$ cat src/rtl/core/assert_macros.svh
// assertion macros used by the priority ready queue
`ifndef ASSERT_MACROS_SVH
`define ASSERT_MACROS_SVH
`ifndef SYNTHESIS
`define PRQ_ASSERT(name, clk, rst_n, prop) \
  name: assert property (@(posedge clk) disable iff (!rst_n) (prop)) \
    else $error("assertion failed");
`define PRQ_ASSERT_IMPL(name, clk, rst_n, ante, cons) \
  name: assert property (@(posedge clk) disable iff (!rst_n) (ante) |-> (cons)) \
    else $error("assertion failed");
`define PRQ_ASSERT_NEXT(name, clk, rst_n, ante, cons) \
  name: assert property (@(posedge clk) disable iff (!rst_n) (ante) |=> (cons)) \
    else $error("assertion failed");
`else
`define PRQ_ASSERT(name, clk, rst_n, prop)
`define PRQ_ASSERT_IMPL(name, clk, rst_n, ante, cons)
`define PRQ_ASSERT_NEXT(name, clk, rst_n, ante, cons)
`endif
`endif

$ cat src/rtl/core/prq_pkg.sv
// constants and types of the priority ready queue
package prq_pkg;

  localparam int unsigned QUEUE_DEPTH   = 64;
  localparam int unsigned PRIORITY_BITS = 6;
  localparam int unsigned ID_BITS       = 8;

  localparam int unsigned ADDR_W  = $clog2(QUEUE_DEPTH);
  localparam int unsigned COUNT_W = $clog2(QUEUE_DEPTH + 1);
  localparam int unsigned ENTRY_W = ID_BITS + PRIORITY_BITS;

  typedef enum logic [1:0] {
    OP_INSERT = 2'd0,
    OP_POP    = 2'd1,
    OP_REPRIO = 2'd2
  } opcode_e;

  typedef enum logic [1:0] {
    STATUS_DONE   = 2'd0,
    STATUS_FULL   = 2'd1,
    STATUS_EMPTY  = 2'd2,
    STATUS_ABSENT = 2'd3
  } status_e;

endpackage

$ cat src/rtl/core/prq_ram.sv
// generic simple dual port ram with registered read
module prq_ram #(
  parameter int unsigned WIDTH = 8,
  parameter int unsigned DEPTH = 16
) (
  input  logic                     clk_i,
  input  logic                     we_i,
  input  logic [$clog2(DEPTH)-1:0] waddr_i,
  input  logic [WIDTH-1:0]         wdata_i,
  input  logic [$clog2(DEPTH)-1:0] raddr_i,
  output logic [WIDTH-1:0]         rdata_o
);

  logic [WIDTH-1:0] mem_q [DEPTH];
  logic [WIDTH-1:0] rdata_q;

  always_ff @(posedge clk_i) begin
    if (we_i) begin
      mem_q[waddr_i] <= wdata_i;
    end
    rdata_q <= mem_q[raddr_i];
  end

  assign rdata_o = rdata_q;

endmodule

$ cat src/rtl/core/priority_ready_queue.sv
// Priority ready queue of thread ids, descending priority, first in first out among equals.
// The input channel (in_valid_i / in_ready_o) carries one operation item: insert, pop or
// reprioritize. The output channel (out_valid_o / out_ready_i) returns exactly one result
// item per operation: status, the popped id and priority, and the entry count afterwards.
// Entries sit sorted in one ram with one write and one registered read port; a small
// sequencer walks the ram entry by entry, reading an entry, then comparing and moving it.
// Full, empty pop, unused opcode, insert into empty and reprioritize on empty are answered
// straight from the idle state. Insert reads from the tail and slides each entry of lower
// priority one place toward the tail, then writes the new entry into the gap. Pop reads
// and returns the head, then moves every later entry one place toward the head.
// Reprioritize searches from the head for the id and answers absent if it is not there;
// else it removes the entry in the same way and inserts it anew with the new priority.
// One item is in work at a time and in_ready_o is low meanwhile, so the next item can be
// accepted in the cycle after the result enters the output register. A finished result
// waits in the output register while the next item may be accepted; a stalled receiver
// holds off the item after that, whose finished result waits in the sequencer until the
// output register frees.
// Reset empties the queue at once by clearing the count; ram contents are not cleared.
module priority_ready_queue (
  input  logic       clk_i,
  input  logic       rst_ni,
  input  logic       in_valid_i,
  output logic       in_ready_o,
  input  logic [1:0] opcode_i,
  input  logic [7:0] thread_id_i,
  input  logic [5:0] priority_req_i,
  output logic       out_valid_o,
  input  logic       out_ready_i,
  output logic [1:0] status_o,
  output logic [7:0] picked_id_o,
  output logic [5:0] picked_priority_o,
  output logic [6:0] queue_count_o
);
  import prq_pkg::*;
  `include "assert_macros.svh"

  typedef enum logic [3:0] {
    S_IDLE,
    S_INS_RD,
    S_INS_CHK,
    S_INS_PUT,
    S_POP_RD,
    S_POP_CHK,
    S_DROP_RD,
    S_DROP_WR,
    S_FIND_RD,
    S_FIND_CHK,
    S_HOLD
  } state_e;

  state_e                   state_q, state_d;
  logic [COUNT_W-1:0]       count_q, count_d;
  logic [COUNT_W-1:0]       idx_q, idx_d;
  logic                     out_valid_q, out_valid_d;
  logic [1:0]               op_q, op_d;
  logic [ID_BITS-1:0]       id_q, id_d;
  logic [PRIORITY_BITS-1:0] prio_q, prio_d;
  status_e                  status_q, status_d;
  logic [ID_BITS-1:0]       picked_id_q, picked_id_d;
  logic [PRIORITY_BITS-1:0] picked_prio_q, picked_prio_d;
  status_e                  out_status_q, out_status_d;
  logic [ID_BITS-1:0]       out_id_q, out_id_d;
  logic [PRIORITY_BITS-1:0] out_prio_q, out_prio_d;
  logic [COUNT_W-1:0]       out_count_q, out_count_d;

  logic                     in_fire;
  logic                     item_done;
  logic [ID_BITS-1:0]       id_in;
  logic [PRIORITY_BITS-1:0] prio_in;
  logic [COUNT_W-1:0]       idx_m1, idx_p1;
  logic                     ram_we;
  logic [ADDR_W-1:0]        ram_waddr, ram_raddr;
  logic [ENTRY_W-1:0]       ram_wdata, ram_rdata;
  logic [ID_BITS-1:0]       rd_id;
  logic [PRIORITY_BITS-1:0] rd_prio;

  assign in_ready_o = (state_q == S_IDLE);
  assign in_fire    = in_valid_i && in_ready_o;
  assign id_in      = ID_BITS'(thread_id_i);
  assign prio_in    = PRIORITY_BITS'(priority_req_i);
  assign idx_m1     = idx_q - COUNT_W'(1);
  assign idx_p1     = idx_q + COUNT_W'(1);
  assign rd_id      = ram_rdata[ENTRY_W-1:PRIORITY_BITS];
  assign rd_prio    = ram_rdata[PRIORITY_BITS-1:0];

  prq_ram #(
    .WIDTH(ENTRY_W),
    .DEPTH(QUEUE_DEPTH)
  ) u_ram (
    .clk_i  (clk_i),
    .we_i   (ram_we),
    .waddr_i(ram_waddr),
    .wdata_i(ram_wdata),
    .raddr_i(ram_raddr),
    .rdata_o(ram_rdata)
  );

  always_comb begin
    state_d       = state_q;
    count_d       = count_q;
    idx_d         = idx_q;
    out_valid_d   = out_valid_q && !out_ready_i;
    op_d          = op_q;
    id_d          = id_q;
    prio_d        = prio_q;
    status_d      = status_q;
    picked_id_d   = picked_id_q;
    picked_prio_d = picked_prio_q;
    out_status_d  = out_status_q;
    out_id_d      = out_id_q;
    out_prio_d    = out_prio_q;
    out_count_d   = out_count_q;
    item_done     = 1'b0;
    ram_we        = 1'b0;
    ram_waddr     = idx_q[ADDR_W-1:0];
    ram_wdata     = ram_rdata;
    ram_raddr     = idx_q[ADDR_W-1:0];
    case (state_q)
      S_IDLE: begin
        if (in_fire) begin
          op_d          = opcode_i;
          id_d          = id_in;
          prio_d        = prio_in;
          status_d      = STATUS_DONE;
          picked_id_d   = '0;
          picked_prio_d = '0;
          case (opcode_i)
            OP_INSERT: begin
              if (count_q == COUNT_W'(QUEUE_DEPTH)) begin
                status_d  = STATUS_FULL;
                item_done = 1'b1;
              end else if (count_q == '0) begin
                ram_we    = 1'b1;
                ram_waddr = '0;
                ram_wdata = {id_in, prio_in};
                count_d   = COUNT_W'(1);
                item_done = 1'b1;
              end else begin
                idx_d   = count_q;
                state_d = S_INS_RD;
              end
            end
            OP_POP: begin
              if (count_q == '0) begin
                status_d  = STATUS_EMPTY;
                item_done = 1'b1;
              end else begin
                state_d = S_POP_RD;
              end
            end
            OP_REPRIO: begin
              if (count_q == '0) begin
                status_d  = STATUS_ABSENT;
                item_done = 1'b1;
              end else begin
                idx_d   = '0;
                state_d = S_FIND_RD;
              end
            end
            default: begin
              item_done = 1'b1;
            end
          endcase
        end
      end
      S_INS_RD: begin
        ram_raddr = idx_m1[ADDR_W-1:0];
        state_d   = S_INS_CHK;
      end
      S_INS_CHK: begin
        // lower priority entries slide one place toward the tail
        if (rd_prio < prio_q) begin
          ram_we  = 1'b1;
          idx_d   = idx_m1;
          state_d = (idx_m1 == '0) ? S_INS_PUT : S_INS_RD;
        end else begin
          state_d = S_INS_PUT;
        end
      end
      S_INS_PUT: begin
        ram_we    = 1'b1;
        ram_wdata = {id_q, prio_q};
        count_d   = count_q + COUNT_W'(1);
        item_done = 1'b1;
        state_d   = S_IDLE;
      end
      S_POP_RD: begin
        ram_raddr = '0;
        state_d   = S_POP_CHK;
      end
      S_POP_CHK: begin
        picked_id_d   = rd_id;
        picked_prio_d = rd_prio;
        idx_d         = COUNT_W'(1);
        state_d       = S_DROP_RD;
      end
      S_DROP_RD: begin
        if (idx_q == count_q) begin
          count_d = count_q - COUNT_W'(1);
          if (op_q == OP_REPRIO) begin
            idx_d   = count_q - COUNT_W'(1);
            state_d = (count_q == COUNT_W'(1)) ? S_INS_PUT : S_INS_RD;
          end else begin
            item_done = 1'b1;
            state_d   = S_IDLE;
          end
        end else begin
          state_d = S_DROP_WR;
        end
      end
      S_DROP_WR: begin
        ram_we    = 1'b1;
        ram_waddr = idx_m1[ADDR_W-1:0];
        idx_d     = idx_p1;
        state_d   = S_DROP_RD;
      end
      S_FIND_RD: begin
        state_d = S_FIND_CHK;
      end
      S_FIND_CHK: begin
        if (rd_id == id_q) begin
          idx_d   = idx_p1;
          state_d = S_DROP_RD;
        end else if (idx_p1 == count_q) begin
          status_d  = STATUS_ABSENT;
          item_done = 1'b1;
          state_d   = S_IDLE;
        end else begin
          idx_d   = idx_p1;
          state_d = S_FIND_RD;
        end
      end
      S_HOLD: begin
        item_done = 1'b1;
        state_d   = S_IDLE;
      end
      default: begin
        state_d = S_IDLE;
      end
    endcase
    // a finished result waits here while the output register is still taken
    if (item_done) begin
      if (out_valid_d) begin
        state_d = S_HOLD;
      end else begin
        out_valid_d  = 1'b1;
        out_status_d = status_d;
        out_id_d     = picked_id_d;
        out_prio_d   = picked_prio_d;
        out_count_d  = count_d;
      end
    end
  end

  always_ff @(posedge clk_i or negedge rst_ni) begin
    if (!rst_ni) begin
      state_q     <= S_IDLE;
      count_q     <= '0;
      idx_q       <= '0;
      out_valid_q <= 1'b0;
    end else begin
      state_q     <= state_d;
      count_q     <= count_d;
      idx_q       <= idx_d;
      out_valid_q <= out_valid_d;
    end
  end

  always_ff @(posedge clk_i) begin
    op_q          <= op_d;
    id_q          <= id_d;
    prio_q        <= prio_d;
    status_q      <= status_d;
    picked_id_q   <= picked_id_d;
    picked_prio_q <= picked_prio_d;
    out_status_q  <= out_status_d;
    out_id_q      <= out_id_d;
    out_prio_q    <= out_prio_d;
    out_count_q   <= out_count_d;
  end

  assign out_valid_o       = out_valid_q;
  assign status_o          = out_status_q;
  assign picked_id_o       = 8'(out_id_q);
  assign picked_priority_o = 6'(out_prio_q);
  assign queue_count_o     = 7'(out_count_q);

  `PRQ_ASSERT(a_count_bound, clk_i, rst_ni, count_q <= COUNT_W'(QUEUE_DEPTH))
  `PRQ_ASSERT(a_count_step, clk_i, rst_ni, COUNT_W'(count_d - count_q + COUNT_W'(1)) <= 2)
  `PRQ_ASSERT_NEXT(a_out_hold, clk_i, rst_ni, out_valid_q && !out_ready_i, out_valid_q)
  `PRQ_ASSERT_IMPL(a_hold_full, clk_i, rst_ni, state_q == S_HOLD, out_valid_q)
  `PRQ_ASSERT_IMPL(a_write_busy, clk_i, rst_ni, ram_we, (state_q != S_IDLE) || in_fire)

endmodule
$ cat config.mk
export PLATFORM = sky130hd
export DESIGN_NAME = priority_ready_queue
export DESIGN_NICKNAME = d
export VERILOG_FILES = /design/src/rtl/core/prq_pkg.sv /design/src/rtl/core/prq_ram.sv /design/src/rtl/core/priority_ready_queue.sv
export VERILOG_INCLUDE_DIRS = /design/src /design/src/rtl/core
export SDC_FILE = /design/constraint.sdc
export NUM_CORES = 1
export LEC_CHECK = 0
export BUFFER_PORTS_ARGS = -buffer_cell sky130_fd_sc_hd__buf_4
export CAP_MARGIN = 25
export CORE_UTILIZATION = 40
export DETAILED_ROUTE_END_ITERATION = 8
export GPL_TIMING_DRIVEN = 0
export PLACE_DENSITY = 0.59
export RECOVER_POWER = 100
export SLEW_MARGIN = 30
export SYNTH_ARGS = -nofsm -noshare
export SYNTH_HDL_FRONTEND = slang
export SYNTH_SLANG_ARGS = --single-unit
$ cat constraint.sdc
create_clock -name clk_i -period 4 [get_ports clk_i]
set_input_delay 0.4 -clock clk_i [delete_from_list [all_inputs] [get_ports clk_i]]
set_output_delay 0.4 -clock clk_i [all_outputs]
set_load 0.05 [all_outputs]
# ---- Yosys cells after proc, flatten, opt, wreduce, memory -nomap -nowiden
# Memory sizes are Yosys's and may differ from the RTL's. A register that Yosys moved wholly into a read port is not among the register bits.
# Index checks and enable logic that the tools add are counted.
dict set report classes {
  eq_ne 27
  order_cmp 1
  muxes 73
  reduce_logical 15
  n_addsub 4
  n_bitwise 1
}
# op count
set op_table {}
lappend op_table {{7-bit two-way mux} 14}
lappend op_table {{14-bit two-way mux} 4}
lappend op_table {{7-bit case mux with 6 select lines} 1}
lappend op_table {{4-bit two-way mux} 10}
lappend op_table {{6-bit case mux with 2 select lines} 3}
lappend op_table {{4-bit case mux with 8 select lines} 1}
lappend op_table {{6-bit two-way mux} 5}
lappend op_table {{14-bit case mux with 2 select lines} 1}
lappend op_table {{7-bit case mux with 3 select lines} 1}
lappend op_table {{2-bit two-way mux} 9}
lappend op_table {{4-bit by 3-bit equality test with 1-bit output, second input constant} 4}
lappend op_table {{8-bit case mux with 2 select lines} 1}
lappend op_table {{1-bit two-way mux} 15}
lappend op_table {{7-bit by 1-bit adder with 7-bit output, second input constant} 2}
lappend op_table {{7-bit equality test} 2}
lappend op_table {{7-bit logical NOT} 2}
lappend op_table {{7-bit case mux with 2 select lines} 1}
lappend op_table {{7-bit by 1-bit subtractor with 7-bit output, second input constant} 2}
lappend op_table {{4-bit equality test, second input constant} 3}
lappend op_table {{3-bit != test, second input constant} 4}
lappend op_table {{4-bit case mux with 3 select lines} 1}
lappend op_table {{10-bit AND reduction} 1}
lappend op_table {{4-bit by 2-bit equality test with 1-bit output, second input constant} 2}
lappend op_table {{8-bit equality test} 1}
lappend op_table {{other kinds (23)} 31}
dict set report word_totals {
  out_inout_bits 25
  regBits 74
  n_memories 1
  ram_bits 896
  elab_cells 136
  input_bits 20
}
# memory depth word_bits read_ports rd_ports_with_merged_regs wr line
set mem_list {}
lappend mem_list {u_ram.mem_q 64 14 1 1 1 prq_ram.sv:14} ;# logic [WIDTH-1:0] mem_q [DEPTH];

# ---- Longest topological paths before layout
dict set report logic_depth {
  depth_word 8
  ltp_mapped 16
  depth_no_buf 10
}

# ---- Hierarchy
# A second synthesis with hierarchy kept.
dict set report unflattened {
  cells_unflattened 2015
  area_unflattened_um2 39213.9
}
# module seq_area_each_um2 area_each_um2 n_inst cells_per_inst
set by_module_without_submodules {}
lappend by_module_without_submodules {prq_ram 27186.1 34682.0 1 1524}
lappend by_module_without_submodules {priority_ready_queue 1966.9 4531.8 1 491}

# ---- Worst setup path before layout
# OpenSTA, ideal clock, no wires.
dict set report synth_path {
  kind {register to register}
  from {reg state_q[2]}
  to {mem u_ram.mem_q[1][0] (netlist name) (enable)}
  slack_ns -0.231
  t_arrival_ns 3.810
  path_stages_with_launch 13
  path_buffers 4
  t_required_ns 3.579
  setup_ns 0.421
  period_less_slack_ns 4.231
  cell_sequence {dfrtp_1 -> buf_2 -> buf_6 -> or3_4 -> nor2_4 -> nand2_2 -> inv_2 -> and3_1 -> buf_4 -> o22ai_1 -> or2_2 -> buf_2 -> nor4_1}
}
dict set report synth_via {
  elab_chain_len 6
  elab_cells_between_ends 12
  classes_between {eq/ne: 3; mux: 6; reduce/logical: 3}
}
# element line
set synth_rtl {}
lappend synth_rtl {{from (decl)} priority_ready_queue.sv:51} ;# state_e state_q, state_d;
lappend synth_rtl {{from (signal assigned)} priority_ready_queue.sv:262} ;# state_q <= state_d;
lappend synth_rtl {{4-bit logical NOT (*)} priority_ready_queue.sv:77} ;# assign in_ready_o = (state_q == S_IDLE);
lappend synth_rtl {{via in_ready_o} priority_ready_queue.sv:23} ;# output logic in_ready_o,
lappend synth_rtl {{1-bit logical AND} priority_ready_queue.sv:78} ;# assign in_fire = in_valid_i && in_ready_o;
lappend synth_rtl {{1-bit two-way mux} priority_ready_queue.sv:120} ;# if (in_fire) begin
lappend synth_rtl {{1-bit case mux with 3 select lines} priority_ready_queue.sv:118} ;# case (state_q)
lappend synth_rtl {{1-bit two-way mux} prq_ram.sv:18} ;# if (we_i) begin
lappend synth_rtl {{1-bit two-way mux (implied by the code)} prq_ram.sv:19} ;# mem_q[waddr_i] <= wdata_i;
lappend synth_rtl {{to (decl)} prq_ram.sv:14}
# The timed path passes the listed nets; every way through them passes the cells marked *.

# ---- Worst setup path after layout
dict set report layout_path {
  from {reg state_q[0]}
  to {mem u_ram.mem_q[19][4] (netlist name) (enable)}
}
dict set report layout_via {
  elab_chain_len 6
  elab_cells_between_ends 12
  classes_between {eq/ne: 3; mux: 6; reduce/logical: 3}
}
# element line
set layout_rtl {}
lappend layout_rtl {{4-bit logical NOT} {priority_ready_queue.sv:77, priority_ready_queue.sv:118}}
lappend layout_rtl {{1-bit logical AND} priority_ready_queue.sv:78}
lappend layout_rtl {{1-bit two-way mux} priority_ready_queue.sv:120}
lappend layout_rtl {{1-bit case mux with 3 select lines} priority_ready_queue.sv:118}
lappend layout_rtl {{1-bit two-way mux} prq_ram.sv:18}
lappend layout_rtl {{1-bit two-way mux (implied by the code)} prq_ram.sv:19}
# Several ways; a longest one is shown, not always the timed one.

==> impl_metrics.tcl <==
set metrics [dict create \
    r2r-start "state_q[0]" \
    first_iter_violations 3591 \
    cts_tree "yes" \
    fin_crit_sh_pct 101 \
    crit_path_end_kind "flop" \
    yosysWarningCount 0 \
    row_count 116 \
    seq_area_frac_synth_pct 71.5 \
    min_period_ns 4.03 \
    overflow 0 \
    r2r_slack_ns -0.03 \
    violations "setup timing" \
    boundaryPins 45 \
    post-route-drc-count 0 \
    finClkSkew_ns 0.0235 \
    synth.avg_cell_area_um2 13.5 \
    reg2reg_to "u_ram.mem_q[19][4]" \
    startpoint_type "flop" \
    synth_area_leaders "edfxtp_1, nand2_1, a211oi_1" \
    fin_nets 3358 \
    tightest_slew_ns 1.27 \
    clock.fmax_mhz 248 \
    synthCells 3013 \
    worstPathCellList "clkbuf_1 -> buf_2 -> nor2_4 -> nand2_1 -> inv_2 -> and3_2 -> buf_4 -> a221oi_4 -> clkbuf_1 -> clkbuf_2 -> nor3_2 -> buf_4 -> buf_4" \
    die-area_mm2 0.103 \
    grtUsageTotal_pct 24.7 \
    crit_type "reg -> reg" \
    slew_headroom_pct 15.6 \
    synth.distinct_cells 79 \
    core_area_mm2 0.101 \
    hpwlAfterDp_um 89900 \
    syn_to_final_growth_pct 20.5 \
    path_clk_slew_ns 0.06 \
    drv_cap 0 \
    clk_latency_ns 0.69 \
    grt_pass1_wl_um 186000 \
    synth-edff-count 935 \
    die_h_um 321 \
    routedWlPerCell_um 27.1 \
    cpMaxStageDelayCell "clkbuf_2" \
    drt-pass1-iter-count 5 \
    die_w_um 321 \
    grt_max_degree 65 \
    wl_um 129000 \
    use_met2_pct 39.0 \
    cts_buffer_depth 3 \
    syn_nets 3048 \
    yosysTopAreaCell "edfxtp_1" \
    status "finished with violations" \
    num_vias 28200 \
    ant_nets 0 \
    cts_root_buffer "clkbuf_16" \
    min_path_type "in -> reg" \
    r2r_cells 13 \
    netlist.area_leader.share_pct 68.8 \
    rsz0062_at_grt "yes" \
    hold_viol 0 \
    setup_slack_ns -0.0274 \
    grtUsageMet1_pct 34.2 \
    cts_max_level 3 \
    gp_congestion 0.945 \
    via_per_inst 5.92 \
    io_buffers 44 \
    busiest_layer "met2" \
    layout_commonest_cell "edfxtp_1" \
    syn-cell-area_mm2 0.0408 \
    fill_cells 8689 \
    cp_max_fo 10 \
    worst_ep_required_time_ns 4.43 \
    cpPeakStageDelay_ns 0.50 \
    clkSinkCount 984 \
    crit_start "state_q[0]" \
    cts_made_buffers 103 \
    setup_viol 23 \
    synth_ff_type "edfxtp_1" \
    synth-seq-cells 984 \
    layout_common_cells "edfxtp_1, nand2_1, a21oi_1, clkbuf_1, buf_4" \
    critical_path_arrival_ns 4.46 \
    crit_path_end "u_ram.mem_q[19][4]" \
    async_flop_share_pct 1.93 \
    grt_util_met3_pct 5.24 \
    start_util_pct 40.5 \
    drv_slew 0 \
    grt_pass1_vias 27000 \
    crit_top_cell "buf_4" \
    drive_above_1_share_pct 19.8 \
    hold_slack_ns 0.0418 \
    grt_antenna_before_repair 5 \
]
[logic make-up after synthesis]
| logic type | synth area share [%] |
|---|---|
| buffers and inverters | 3.13 |
| AOI/OAI and AO/OA | 13.6 |
| muxes | 0.104 |
| adders and majority gates | 0.460 |
| and+or+nand+nor | 10.5 |
| DFF | 71.5 |
| xor gates and xnor gates | 0.773 |
[timing repair]
action	in CTS	in global routing
hold buffers	17	0
setup endpoints to repair	850	866
hold endpoints to repair	35	0
gates resized for setup	230	120
pin swaps	16	14
gates cloned	0	0
buffers inserted	13	23
[routing by layer]
metal,part of all wire [%],up-vias,routed length [um]
met1,41,14200,53500
met2,46,1463,60000
li1,-,12300,-
met4,2.8,0,3650
met5,0,-,0
met3,9.4,223,12200
[critical path, delay by kind of cell (launching register included)]
family | cells | cell delay (ns)
AOI/OAI and AO/OA | 1 | 0.49
buffers and inverters | 8 | 2.27
DFF | 1 | 0.32
and+or+nand+nor | 4 | 0.64
[through the flow]
step | instances | TNS [ns] | area, um^2 | util, % | worst slack [ns]
2_1_floorplan | 3013 | -16.19 | 40800 | - | -0.231
3_3_place_gp | 4414 | -2325.45 | 42800 | 42.6 | -1.85
3_5_place_dp | 4531 | -252.30 | 44400 | 44.1 | -1.63
4_1_cts | 4745 | -2.77 | 48900 | 48.6 | -0.120
5_1_grt | 4764 | -20.89 | 49100 | 48.9 | -0.107
6_report | 4765 | -0.241 | 49100 | 48.9 | -0.0274
[area by class of cell]
| class | instances | area [um^2] | area share, % |
|---|---|---|---|
| sequential | 984 | 29200 | 59.3 |
| multi-input combinational | 1761 | 11900 | 24.2 |
| clock buffer | 132 | 2740 | 5.57 |
| tap | 1357 | 1700 | 3.46 |
| timing repair buffer | 214 | 1620 | 3.29 |
| buffer | 242 | 1420 | 2.88 |
| clock inverter | 56 | 547 | 1.11 |
| inverter | 17 | 67.6 | 0.138 |
| antenna | 2 | 5.00 | 0.0102 |
[cell usage after synthesis (7+ instances only)]
master	number
buf_4	17
nand2_1	562
buf_6	15
nor2_1	29
nand2b_1	15
dfxtp_1	30
xnor2_1	17
nand3_1	65
a21boi_1	7
buf_1	15
a22o_1	18
a32o_1	30
nor4_1	17
a22oi_1	20
buf_2	76
nor3_1	66
inv_1	16
a21oi_1	174
o21ai_0	93
edfxtp_1	935
a32oi_1	96
ha_1	15
o32ai_1	30
dfrtp_1	19
nor4b_1	13
clkbuf_1	128
nor2b_1	8
o22ai_1	18
a21boi_0	8
a211oi_1	155
a311oi_1	55
and3_1	120
xor2_1	19
a211o_1	28
[registers in the layout (all words and copies together) (netlist names), 7 cells and up]
signal,flops
u_ram.mem_q,896
u_ram.rdata_o,14
id_q,8
picked_id_o,8
picked_id_q,8
count_q,7
idx_q,7
queue_count_o,7
[how the worst min path moves through the flow]
| stage | startpoint | end | slack [ns] | cells past startpoint |
|---|---|---|---|---|
| after floorplan | rst_ni | count_q[0] | 0.10 | 0 |
| after global placement | rst_ni | count_q[5] | 0.30 | 1 |
| after detailed placement | rst_ni | count_q[0] | 0.30 | 1 |
| after CTS | out_ready_i | out_valid_o | 0.02 | 3 |
| after global routing | out_ready_i | out_valid_o | 0.05 | 3 |
| final | out_ready_i | out_valid_o | 0.04 | 3 |
Power is not shown: default switching activity piles up to over one toggle a cycle in this logic, so the estimate is an artifact.
